[src/rtl/assert_macros.svh]
`ifndef ASSERT_MACROS_SVH
`define ASSERT_MACROS_SVH

// Same-cycle implication, disabled while reset is asserted.
`define ASSERT_IMPL(lbl, clk, rstn, ante, cons, msg) \
	lbl: assert property (@(posedge clk) disable iff (!(rstn)) (ante) |-> (cons)) \
		else $error(msg);

// Next-cycle implication, disabled while reset is asserted.
`define ASSERT_NEXT(lbl, clk, rstn, ante, cons, msg) \
	lbl: assert property (@(posedge clk) disable iff (!(rstn)) (ante) |=> (cons)) \
		else $error(msg);

`endif

[src/rtl/pwbt_pkg.sv]
`timescale 1ns / 1ps
`default_nettype none

package pwbt_pkg;

	// Angle datapath: heading scaled to 30 fraction bits, with headroom for the fold.
	localparam int ZW        = 34;
	localparam int ANG_SHIFT = 14;
	localparam int ATAN_N    = 24;

	localparam logic signed [ZW-1:0] HALF_PI_Q30 = 34'sd1686629713;
	localparam logic signed [ZW-1:0] PI_Q30      = 34'sd3373259426;
	localparam longint               GAIN_Q30    = 64'sd652032874;

	// atan(2^-i) * 2^30, truncated
	localparam logic [31:0] ATAN_Q30 [ATAN_N] = '{
		32'h3243F6A8, 32'h1DAC6705, 32'h0FADBAFC, 32'h07F56EA6,
		32'h03FEAB76, 32'h01FFD55B, 32'h00FFFAAA, 32'h007FFF55,
		32'h003FFFEA, 32'h001FFFFD, 32'h000FFFFF, 32'h0007FFFF,
		32'h0003FFFF, 32'h0001FFFF, 32'h0000FFFF, 32'h00007FFF,
		32'h00003FFF, 32'h00001FFF, 32'h00000FFF, 32'h000007FF,
		32'h000003FF, 32'h000001FF, 32'h000000FF, 32'h0000007F
	};

	// Values that ride alongside the CORDIC vector down the chain.
	typedef struct packed {
		logic signed [33:0] dx;
		logic signed [33:0] dy;
		logic signed [19:0] dh;
	} pwbt_side_t;

endpackage

`default_nettype wire

[src/rtl/pwbt_cordic_cell.sv]
`timescale 1ns / 1ps
`default_nettype none

`include "assert_macros.svh"

module pwbt_cordic_cell
	import pwbt_pkg::*;
#(
	parameter int IDX = 0,
	parameter int XW  = 19
) (
	input  wire logic                 clk,
	input  wire logic                 arst_n,
	input  wire logic                 in_valid,
	input  wire logic signed [XW-1:0] in_x,
	input  wire logic signed [XW-1:0] in_y,
	input  wire logic signed [ZW-1:0] in_z,
	input  wire pwbt_side_t           in_side,
	output logic                      out_valid,
	output logic signed [XW-1:0]      out_x,
	output logic signed [XW-1:0]      out_y,
	output logic signed [ZW-1:0]      out_z,
	output pwbt_side_t                out_side
);

	localparam logic signed [ZW-1:0] ATAN = $signed({{(ZW-32){1'b0}}, ATAN_Q30[IDX]});

	logic                 valid_q;
	logic signed [XW-1:0] x_q, y_q;
	logic signed [ZW-1:0] z_q;
	pwbt_side_t           side_q;

	logic signed [XW-1:0] xs, ys, x_d, y_d;
	logic signed [ZW-1:0] z_d;

	always_comb begin
		xs = in_x >>> IDX;
		ys = in_y >>> IDX;
		// rotate positive while the residual angle is non-negative
		if (!in_z[ZW-1]) begin
			x_d = in_x - ys;
			y_d = in_y + xs;
			z_d = in_z - ATAN;
		end else begin
			x_d = in_x + ys;
			y_d = in_y - xs;
			z_d = in_z + ATAN;
		end
	end

	always_ff @(posedge clk or negedge arst_n) begin
		if (!arst_n) begin
			valid_q <= 1'b0;
		end else begin
			valid_q <= in_valid;
		end
	end

	always_ff @(posedge clk) begin
		x_q    <= x_d;
		y_q    <= y_d;
		z_q    <= z_d;
		side_q <= in_side;
	end

	assign out_valid = valid_q;
	assign out_x     = x_q;
	assign out_y     = y_q;
	assign out_z     = z_q;
	assign out_side  = side_q;

	// residual angle never leaves the convergence range once folded
	`ASSERT_IMPL(a_z_bound, clk, arst_n, valid_q,
		(z_q[ZW-1:31] == '0) || (z_q[ZW-1:31] == '1), "cordic residual out of range")

endmodule

`default_nettype wire

[config.mk]
export PLATFORM = sky130hd
export DESIGN_NAME = pwbt_cordic_cell
export DESIGN_NICKNAME = d
export VERILOG_FILES = /design/src/rtl/pwbt_pkg.sv /design/src/rtl/pwbt_cordic_cell.sv
export VERILOG_INCLUDE_DIRS = /design/src /design/src/rtl
export SDC_FILE = /design/constraint.sdc
export NUM_CORES = 1
export LEC_CHECK = 0
export BUFFER_PORTS_ARGS = -buffer_cell sky130_fd_sc_hd__buf_2
export CAP_MARGIN = 20
export CORE_UTILIZATION = 52
export DETAILED_ROUTE_END_ITERATION = 6
export GPL_TIMING_DRIVEN = 0
export PLACE_DENSITY = 0.91
export SLEW_MARGIN = 20
export SYNTH_ARGS = -nofsm -noshare
export SYNTH_HDL_FRONTEND = slang
export SYNTH_SLANG_ARGS = --single-unit
export TNS_END_PERCENT = 10
[constraint.sdc]
create_clock -name clk -period 0.94 [get_ports clk]
set_input_delay 0.047 -clock clk [delete_from_list [all_inputs] [get_ports clk]]
set_output_delay 0.047 -clock clk [all_outputs]
set_load 0.1 [all_outputs]
==> impl_metrics.yaml, run 1 <==
clocking:
  cts_resized: 667
  ctsHoldBuffers: 96
  cts.path.max_buffers: 2
  numCtsBuffers: 17
  cts.sinks: 160
  cts_setup_buffers: 40
  cts.htree.levels: 4
  cts_root_buf: "clkbuf_16"
placed_design:
  routabilityCongestion: 0.965
  dp.cells: 1341
  place_area_mm2: 0.00997
  dpl.hpwl_um: 20700
  dpl_worst_slack_ps: -1950
  io_buffers: 323
logic_synthesis:
  syn_inst: 834
  synth_ff_type: "dfxtp_1"
  seq_area_frac_synth_pct: 40.8
  synthArstFlopShare_pct: 0.625
  ys_seq_elements: 160
  syn_nets: 1089
  ys_types: 72
  synth_edf_count: 0
  yosys_warnings: 0
  synth.avg_cell_area_um2: 9.42
  netlist_area_mm2: 0.00786
run_status:
  error_line: "[ERROR DPL-0033] detailed placement checks failed during check placement."
  stop_stage: "clock tree synthesis"
  status: "did not finish"
die:
  start_util_pct: 53.7
  rows: 44
  die_h_um: 125
  die_x_um: 125
  io_pins: 324
-- Yosys cell counts (8+ instances only) --
library cell    n  area (um2)
o21a_1          8        60.1
nor2b_1         9        56.3
o21ai_0        37         185
clkbuf_1       11        41.3
o21ai_1        13        65.1
a21oi_1        69         345
ha_1           88        1100
xor2_1         22         193
o21bai_1       10        75.1
nor2_1         56         210
o211ai_1        9        67.6
nand2b_1       10        62.6
xnor2_1        35         307
a21o_1         24         180
inv_1          56         210
nor3_1         21         105
nand3_1        15        75.1
a211oi_1       24         180
nand2_1        40         150
dfxtp_1       159        3180
-- logic make-up after synthesis --
group / Yosys count / synth area share, %
DFF: 160 / 40.8
AOI/OAI and AO/OA: 244 / 20.3
buffers and inverters: 89 / 5.05
and+or+nand+nor: 184 / 11.4
muxes: 8 / 1.04
adders and majority gates: 92 / 15.0
xor gates and xnor gates: 57 / 6.35
-- metrics by stage --
stage,util [%],setup TNS [ps]
floorplan,-,-40200
global placement,68.1,-83950
detailed placement,68.1,-83850
==> inputs of run 2 (changes only) <==
--- a/config.mk
+++ b/config.mk
@@ -8,10 +8,10 @@
 export LEC_CHECK = 0
 export BUFFER_PORTS_ARGS = -buffer_cell sky130_fd_sc_hd__buf_2
 export CAP_MARGIN = 20
-export CORE_UTILIZATION = 52
+export CORE_UTILIZATION = 40
 export DETAILED_ROUTE_END_ITERATION = 6
 export GPL_TIMING_DRIVEN = 0
-export PLACE_DENSITY = 0.91
+export PLACE_DENSITY_LB_ADDON = 0.15
 export SLEW_MARGIN = 20
 export SYNTH_ARGS = -nofsm -noshare
 export SYNTH_HDL_FRONTEND = slang
==> run 2 against run 1 <==
The flow now finishes, with violations (setup timing). Area after synthesis stayed put. Synthesized cell count stayed put.
==> impl_metrics.yaml, run 2 <==
logic_synthesis:
  synth_area_leader_cell: "dfxtp_1"
  syn_nets: 1089
  ys_seq_elements: 160
  ys_top_cells_by_count: "dfxtp_1, ha_1, a21oi_1, inv_1, nor2_1"
  netlist_area_mm2: 0.00786
  yosys_warnings: 0
  synth_area_leaders: "dfxtp_1, ha_1, a21oi_1"
  synthArstFlopShare_pct: 0.625
  synth_edf_count: 0
  synth_ff_type: "dfxtp_1"
  seq_area_frac_synth_pct: 40.8
  synth.avg_cell_area_um2: 9.42
  syn_inst: 834
  synth_top_area_share_pct: 40.5
  yosys.cell_count.top_type: "dfxtp_1"
  ys_types: 72
clocking:
  cts_tree: "yes"
  numCtsBuffers: 17
  cts_root_buf: "clkbuf_16"
  cts.path.max_buffers: 2
  cts.htree.levels: 4
  clk_transition_reported_paths_ps: 80
  ctsHoldBuffers: 98
  cts.sinks: 160
die:
  die-area_mm2: 0.0202
  io_pins: 324
  core_mm2: 0.0190
  die_x_um: 142
  start_util_pct: 41.5
  rows: 50
  die_h_um: 142
critical_path:
  crit_top_cell: "buf_16"
  setup.worst_path.start: "in_z[33]"
  crit_slowest_cell: "ha_4"
  criticalPathCategory: "in -> reg"
  arrival_ps: 2360
  cp-end-kind: "register"
  crit_path_max_incr_delay_ps: 340
  critPathTopFamily: "simple AND/OR/NAND/NOR gates"
  cp_max_fo: 7
  critPathCapture: "out_z[25]$_DFF_P_"
  path_buf_inv: 5
  crit_chain: "buf_16 -> clkinv_16 -> buf_16 -> ha_4 -> and4_4 -> buf_4 -> nand2_2 -> nor2_1 -> o21ai_4 -> a21oi_4 -> buf_6 -> xor2_1"
  cp.required_ps: 1280
  worst-path-stages: 12
  worstSetupStartpointType: "input port"
timing:
  slew_headroom_pct: 42.0
  setup_ws_ps: -1080
  final_hold_viol_count: 0
  layout_min_cycle_time_ps: 2020
  worstMarginPinSlew_ps: 870
  finalSetupTns_ps: -50830
  period_share_pct: 215
  drv_slew: 0
  rsz0062_at_grt: "true"
  max_freq_mhz: 494
  setup_violations: 220
drt:
  drtIter0Drc: 1230
  wl_per_cell_um: 26.4
  ant_nets: 0
  vias_per_cell: 5.89
  drc_errors: 0
  finalWirelength_um: 42400
  drt_pre_antenna_iters: 7
  vias: 9468
layout:
  final_common_cell: "buf_12"
  drive_gt1_share_pct: 58.2
  register_area_mm2: 0.00343
  multi_input_area_mm2: 0.00533
  largest_reg_flops: 88
  fin_nets: 1585
  syn_to_final_growth_pct: 102
  layout_common_cells: "buf_12, buf_2, dfxtp_2, dlygate4sd3_1, ha_1"
  fillCellCount: 887
placed_design:
  dpl.hpwl_um: 20400
  io_buffers: 323
  routabilityCongestion: 0.948
global_routing:
  antenna_found_initial: 5
  grt_max_degree: 20
  track_usage_pct: 34.5
  grt_pass1_vias: 8773
  overflow: 0
  grt_pass1_wl_um: 52000
power:
  power_density_mw_per_mm2: 2030
  p_leak_nw: 6.95
  p_total_mw: 32.2
  max-vdd-ir-drop_v: 0.00135
flow_run:
  cap_violations: 0
run_status:
  status: "finished, violations left"
  violations: "setup timing"
min_path:
  min_path_type: "in -> reg"
-- run 2: cell counts after synthesis --
Identical to the previous run, type by type.
-- run 2: final cells by class --
class / count / share of cell area, %
Multi-Input combinational cell: 585 / 33.6
Inverter: 61 / 1.87
Buffer: 26 / 1.44
Timing Repair Buffer: 479 / 35.5
Clock inverter: 15 / 1.20
Tap cell: 260 / 2.05
Antenna cell: 5 / 0.0787
Clock buffer: 17 / 2.68
Sequential cell: 160 / 21.6
-- run 2: worst min path at each step --
| stage | startpoint | end | slack, ps | cells past startpoint |
|---|---|---|---|---|
| floorplan | arst_n | out_valid$_DFF_PN0_ | -250 | 0 |
| global placement | arst_n | out_valid$_DFF_PN0_ | -180 | 1 |
| detailed placement | arst_n | out_valid$_DFF_PN0_ | -180 | 1 |
| CTS | in_z[20] | out_z[20]$_DFF_P_ | -30 | 3 |
| global route | in_z[33] | out_z[4]$_DFF_P_ | 20 | 3 |
| finish | in_z[20] | out_z[20]$_DFF_P_ | 10 | 3 |
-- run 2: what timing repair did --
item / 4_1_cts / 5_1_grt
resized for setup: 776 / 315
endpoints found under the hold margin: 104 / 1
pin swaps: 56 / 67
gates cloned: 3 / 1
setup buffers: 34 / 21
setup endpoints to repair: 225 / 220
-- run 2: cell families (layout without fill, tap and decap cells) --
| kind of cell | after synthesis | count (layout) | share of synthesized area, % |
|---|---|---|---|
| AND/OR/NAND/NOR | 184 | 184 | 11.4 |
| XOR/XNOR | 57 | 57 | 6.35 |
| flip-flops | 160 | 160 | 40.8 |
| buffers and inverters | 89 | 598 | 5.05 |
| adder cells (fa/ha/maj) | 92 | 92 | 15.0 |
| multiplexers | 8 | 8 | 1.04 |
| AO/OA/AOI/OAI | 244 | 244 | 20.3 |
| other | 0 | 5 | 0 |
-- run 2: power breakdown --
group          leakage (nW)  total (mW)  switching, mW  internal, mW
Clock                 0.291        7.28           3.66          3.62
Sequential             1.36        8.70          0.841          7.86
Combinational          5.30        16.3           10.3          5.96
Total                  6.95        32.2           14.8          17.4
-- run 2: metrics by stage --
step | util, % | std cells | setup slack [ps] | instance area [um2] | hold WS [ps]
3_5_place_dp | 53.1 | 1417 | -2000 | 10100 | -177
3_3_place_gp | 53.1 | 1417 | -2010 | 10100 | -178
4_1_cts | 77.4 | 1583 | -863 | 14700 | -34.5
6_report | 83.8 | 1608 | -1080 | 15900 | 11.5
2_1_floorplan | - | 834 | -970 | 8120 | -249
5_1_grt | 83.8 | 1605 | -1100 | 15900 | 18.3
-- run 2: per-layer routing --
metal  vias up  part of all wire, %  wire length (um)  global-route usage, %
met1      4431                   33             14000                   36.3
met3       299                   11              4530                   9.99
li1       3948                    -                 -                      -
met2       786                   48             20500                   61.1
met4         4                  8.0              3400                   19.9
met5         -                 0.16                69                      0
Note: power is estimated with default switching activity, not from simulation.
